### src/rtl/core/comvc_pkg.sv
`timescale 1ns / 1ps
`default_nettype none
// ----------------------------------------------------------------------------
// comvc_pkg
// Shared constants and types for the center-of-mass velocity contact block.
// ----------------------------------------------------------------------------
package comvc_pkg;

    localparam int MaxFields = 8;
    localparam int FieldIdxW = $clog2(MaxFields);
    localparam int CountW    = FieldIdxW + 1;
    localparam int StoreDepth = MaxFields * 3;
    localparam int StoreAw   = $clog2(StoreDepth);

    localparam logic [0:0] RegMode = 1'd0;
    localparam logic [0:0] RegInvTs = 1'd1;

    typedef struct packed {
        logic        start;
        logic [63:0] dividend_mag;
        logic [39:0] divisor;
    } div_req_t;

    typedef struct packed {
        logic        done;
        logic [63:0] quotient;
    } div_rsp_t;

endpackage : comvc_pkg
`default_nettype wire

### src/rtl/core/comvc_divider.sv
`timescale 1ns / 1ps
`default_nettype none
// ----------------------------------------------------------------------------
// comvc_divider
// Restoring radix-2 unsigned divider, 64-bit dividend by 40-bit divisor,
// one quotient bit per cycle.
// ----------------------------------------------------------------------------
module comvc_divider (
    input  wire                aclk,
    input  wire                aresetn,
    input  comvc_pkg::div_req_t req,
    output comvc_pkg::div_rsp_t rsp
);

    logic [63:0] quo_reg;
    logic [39:0] rem_reg;
    logic [39:0] dsr_reg;
    logic [6:0]  cnt_reg;
    logic        busy_reg;
    logic        done_reg;
    logic [40:0] trial;
    logic [40:0] diff;

    // trial < 2 * divisor, so the difference fits 41 bits with its sign on top
    always_comb begin
        trial = {rem_reg, quo_reg[63]};
        diff  = trial - {1'b0, dsr_reg};
    end

    always_ff @(posedge aclk) begin
        if (!aresetn) begin
            busy_reg <= 1'b0;
            done_reg <= 1'b0;
            cnt_reg  <= '0;
        end else begin
            done_reg <= 1'b0;
            if (req.start) begin
                quo_reg  <= req.dividend_mag;
                rem_reg  <= '0;
                dsr_reg  <= req.divisor;
                cnt_reg  <= 7'd0;
                busy_reg <= 1'b1;
            end else if (busy_reg) begin
                if (!diff[40]) begin
                    rem_reg <= diff[39:0];
                    quo_reg <= {quo_reg[62:0], 1'b1};
                end else begin
                    rem_reg <= trial[39:0];
                    quo_reg <= {quo_reg[62:0], 1'b0};
                end
                cnt_reg <= cnt_reg + 7'd1;
                if (cnt_reg == 7'd63) begin
                    busy_reg <= 1'b0;
                    done_reg <= 1'b1;
                end
            end
        end
    end

    assign rsp.done     = done_reg;
    assign rsp.quotient = quo_reg;

endmodule : comvc_divider
`default_nettype wire

### config.mk
export PLATFORM = sky130hd
export DESIGN_NAME = comvc_divider
export DESIGN_NICKNAME = d
export VERILOG_FILES = /design/src/rtl/core/comvc_pkg.sv /design/src/rtl/core/comvc_divider.sv
export SDC_FILE = /design/constraint.sdc
export NUM_CORES = 1
export LEC_CHECK = 0
export ABC_AREA = 1
export BUFFER_PORTS_ARGS = -buffer_cell sky130_fd_sc_hd__buf_2
export CORE_ASPECT_RATIO = 0.5
export CORE_MARGIN = 1.5
export CORE_UTILIZATION = 57
export DETAILED_ROUTE_END_ITERATION = 10
export GPL_TIMING_DRIVEN = 0
export MAX_ROUTING_LAYER = met4
export PLACE_DENSITY = 0.89
export RECOVER_POWER = 25
export SLEW_MARGIN = 40
export SYNTH_ARGS = -nofsm -noshare
export SYNTH_HDL_FRONTEND = slang
export SYNTH_SLANG_ARGS = --single-unit
### constraint.sdc
create_clock -name aclk -period 8.6 [get_ports aclk]
set_clock_uncertainty 0.2 [all_clocks]
set_input_delay 0.43 -clock aclk [delete_from_list [all_inputs] [get_ports aclk]]
set_output_delay 0.43 -clock aclk [all_outputs]
set_load 0.01 [all_outputs]
==> summary.md <==
| Metric | Value |
|---|---|
| CTS clock-pin slew for the worst setup and hold paths | 0.07 ns |
| Hold Path End | quo_reg[62]$_DFFE_PP_ |
| Setup WS post-layout | 5.55 ns |
| Post-synthesis average cell area | 7.44 um^2 |
| Num Clock Sinks | 153 |
| Data arrival, critical path | 3.03 ns |
| Hold buffers post-CTS | 40 |
| Met2 GRT Util | 0.508 |
| Global-route wire length before repair | 41000 um |
| Failing checks | max-capacitance violations, max-slew violations |
| Hpwl dp | 19500 um |
| Total GRT Usage | 0.312 |
| Post-layout util | 0.721 |
| Rel. slew slack | -0.300 |
| Post-CTS Setup Inserts | 0 |
| Drt via density | 5.06 |
| H-tree Lvls | 4 |
| Starting Density | 0.584 |
| Num CTS Buffers | 17 |
| Final hold vios | 0 |
| DP Area | 0.0108 mm^2 |
| R2r startpoint | quo_reg[63]$_DFFE_PP_ |
| Top-count cell post-synth | nand2_1 |
| Share of cells above drive strength 1 | 0.151 |
| EDFF count, synth | 144 |
| Critical path launch point type | flop |
| Routed length per instance | 14.5 um |
| Post-route cell area | 0.0118 mm^2 |
| Crit-path max FO | 10 |
| Root Buffer | clkbuf_16 |
| Core area | 0.0164 mm^2 |
| Most used DFF post-synth | edfxtp_1 |
| Max IR drop VDD | 0.140 mV |
| Iter 0 DRT Violations | 944 |
| Clk buf depth | 2 |
| Post-Syn Area | 0.00957 mm^2 |
| NetSw | 771 uW |
| Final slew viol count | 42 |
| Unrepaired setup endpoints after global routing | false |
| Cell Rows | 33 |
| M3 GR Usage | 0.0598 |
| Die Area | 0.0176 mm^2 |
| Post-Route WL | 25500 um |
| Post-synth top area share | 0.452 |
| Global Route met1 Usage | 0.398 |
| Worst path required time | 8.59 ns |
| Setup violators final | 0 |
| CTS tree | done |
| Area contributors post-synth | edfxtp_1, nand2_1, inv_1 |
| Post-Synthesis Cells | 1287 |
| Syn_nets | 1436 |
| Max reg flops | 64 |
| Yosys reg bits | 153 |
| # DRC | 0 |
| Switching share of power | 0.327 |
| Die extent in y | 94.6 um |
| Initial antenna violation count | 0 |
| Minimum hold slack | 0.0623 ns |
| Asr flop ratio synth | 0 |
| Crit end category | flop |
| Worst Hold Depth | 3 |
| Internal power | 1.59 mW |
| # port buffers | 171 |
| Placer Congestion | 0.988 |
| DR pass1 iterations | 6 |
| Die X | 186 um |
| Max-cap violation count | 1 |
| Layer with the highest usage | met2 |
| # diodes | 0 |
| Worst-Margin Slew | 1.94 ns |
| Nets | 1673 |
| Routed Antenna Nets | 0 |
| Synth top cells by count | nand2_1, inv_1, edfxtp_1 |
| Post-CTS resize count | 0 |
| Reg2Reg Depth | 18 |
| Pin count of the biggest net entering global routing | 42 |
| Min-delay src | req[102] |
| R2R Path End | rem_reg[20]$_SDFFCE_PP0P_ |
| P_leak | 6.12 nW |
| Pre-CTS setup slack | 5.61 ns |
| GRT overflow | 0 |
| Outcome | complete, but fails checks |
| Post-synth cell types | 35 |
| PwrDens | 199 mW/mm^2 |
| Clock Power Share | 0.334 |
| Boundary Pins | 172 |
| Yosys top cell by area | edfxtp_1 |
| Vias in the first global route | 8481 |
| Comb power frac | 0.275 |
| Syn. warnings | 0 |
| Minimum clock period | 3.05 ns |
| Seq pwr share | 0.391 |
| Min-delay worst type | in2reg |
| Flop-to-flop setup slack | 5.55 ns |
| Fmax achieved | 328 MHz |
| Skew-Pair Late Insertion Delay | 0.44 ns |
| Vias | 8928 |
| Register area share after synthesis | 0.471 |
| Tcrit/Tclk final | 0.354 |
| Area Growth Syn to Fin | 23.6% |
| Critical path type | reg2reg |
metal layers:
metal | share of wire | routed length [um]
met5 | 0 | 0
met4 | 0.018 | 449
met1 | 0.45 | 11400
met2 | 0.46 | 11800
met3 | 0.073 | 1850
cells in the final DEF (no fill, tap or decap), types with 3 or more instances in the layout:
| cell | synthesis | final |
|---|---|---|
| a21oi_1 | 40 | 39 |
| a31oi_1 | 3 | 3 |
| buf_2 | 1 | 170 |
| buf_4 | 3 | 3 |
| buf_6 | 4 | 4 |
| buf_8 | 0 | 7 |
| bufinv_16 | 0 | 3 |
| clkbuf_1 | 18 | 23 |
| clkbuf_16 | 0 | 17 |
| dfxtp_1 | 9 | 9 |
| dlygate4sd3_1 | 0 | 40 |
| edfxtp_1 | 144 | 144 |
| ha_1 | 41 | 41 |
| inv_1 | 207 | 206 |
| nand2_1 | 557 | 557 |
| nand2_2 | 7 | 7 |
| nand3_1 | 36 | 36 |
| nand3b_1 | 9 | 9 |
| nor2_1 | 132 | 132 |
| nor2_2 | 3 | 3 |
| nor3_1 | 11 | 11 |
| nor4_1 | 3 | 3 |
| o21ai_0 | 13 | 13 |
| o21bai_1 | 5 | 5 |
| xor2_1 | 23 | 23 |
kinds of logic (layout without fill, tap and decap cells):
kind of cell	count (synthesis)	after routing	synth area share
buf+inv	236	485	0.0970
flops	153	153	0.471
fa+ha+maj	42	42	0.0557
simple gates	766	766	0.318
compound gates	67	67	0.0380
xor+xnor	23	23	0.0210
power groups by stage:
stage / registers (mW) / logic (mW) / clock network [mW]
6_report: 0.923 / 0.649 / 0.787
5_1_grt: 0.930 / 0.724 / 0.824
4_1_cts: 0.923 / 0.639 / 0.791
3_5_place_dp: 0.937 / 0.620 / 0
3_3_place_gp: 0.943 / 0.594 / 0
2_1_floorplan: 0.946 / 0.428 / 0
critical path, stage by stage, from the launching register on:
cell and delay [ns]:
edfxtp_1 0.37, inv_1 0.06, ha_1 0.23, fa_1 0.42
inv_1 0.10, nand2_1 0.06, nand2_1 0.08, nand3_1 0.09
nand2_2 0.15, nand2_1 0.08, nand3_2 0.11, nand2_2 0.10
nand2_2 0.07, nand2_1 0.09, nand2_4 0.18, buf_6 0.19
nand2_1 0.07, nand2_1 0.06, nor2_1 0.05
worst max-delay path by stage:
stage	cells past startpoint	start	endpoint
after floorplan	5	req[104]	busy_reg$_SDFF_PN0_
after global placement	6	req[104]	busy_reg$_SDFF_PN0_
after detailed placement	18	quo_reg[63]$_DFFE_PP_	rem_reg[20]$_SDFFCE_PP0P_
after CTS	18	quo_reg[63]$_DFFE_PP_	rem_reg[20]$_SDFFCE_PP0P_
after global routing	18	quo_reg[63]$_DFFE_PP_	rem_reg[20]$_SDFFCE_PP0P_
final	18	quo_reg[63]$_DFFE_PP_	rem_reg[20]$_SDFFCE_PP0P_
through the flow:
step / setup TNS (ns) / power, mW / instances
finish: 0 / 2.36 / 1763
floorplan: 0 / 1.37 / 1287
global route: 0 / 2.48 / 1763
detailed placement: 0 / 1.56 / 1692
CTS: 0 / 2.35 / 1763
global placement: -63.63 / 1.54 / 1685
area by class of cell:
class,count,area (um^2)
clock inverters,11,163
well taps,227,284
repair buffers,218,1360
flip-flops and latches,153,4500
fillers,1285,4570
multi-input cells,898,4150
plain buffers,26,140
inverters,210,790
clock buffers,20,437
No activity file was read; power rests on OpenSTA's default activity.
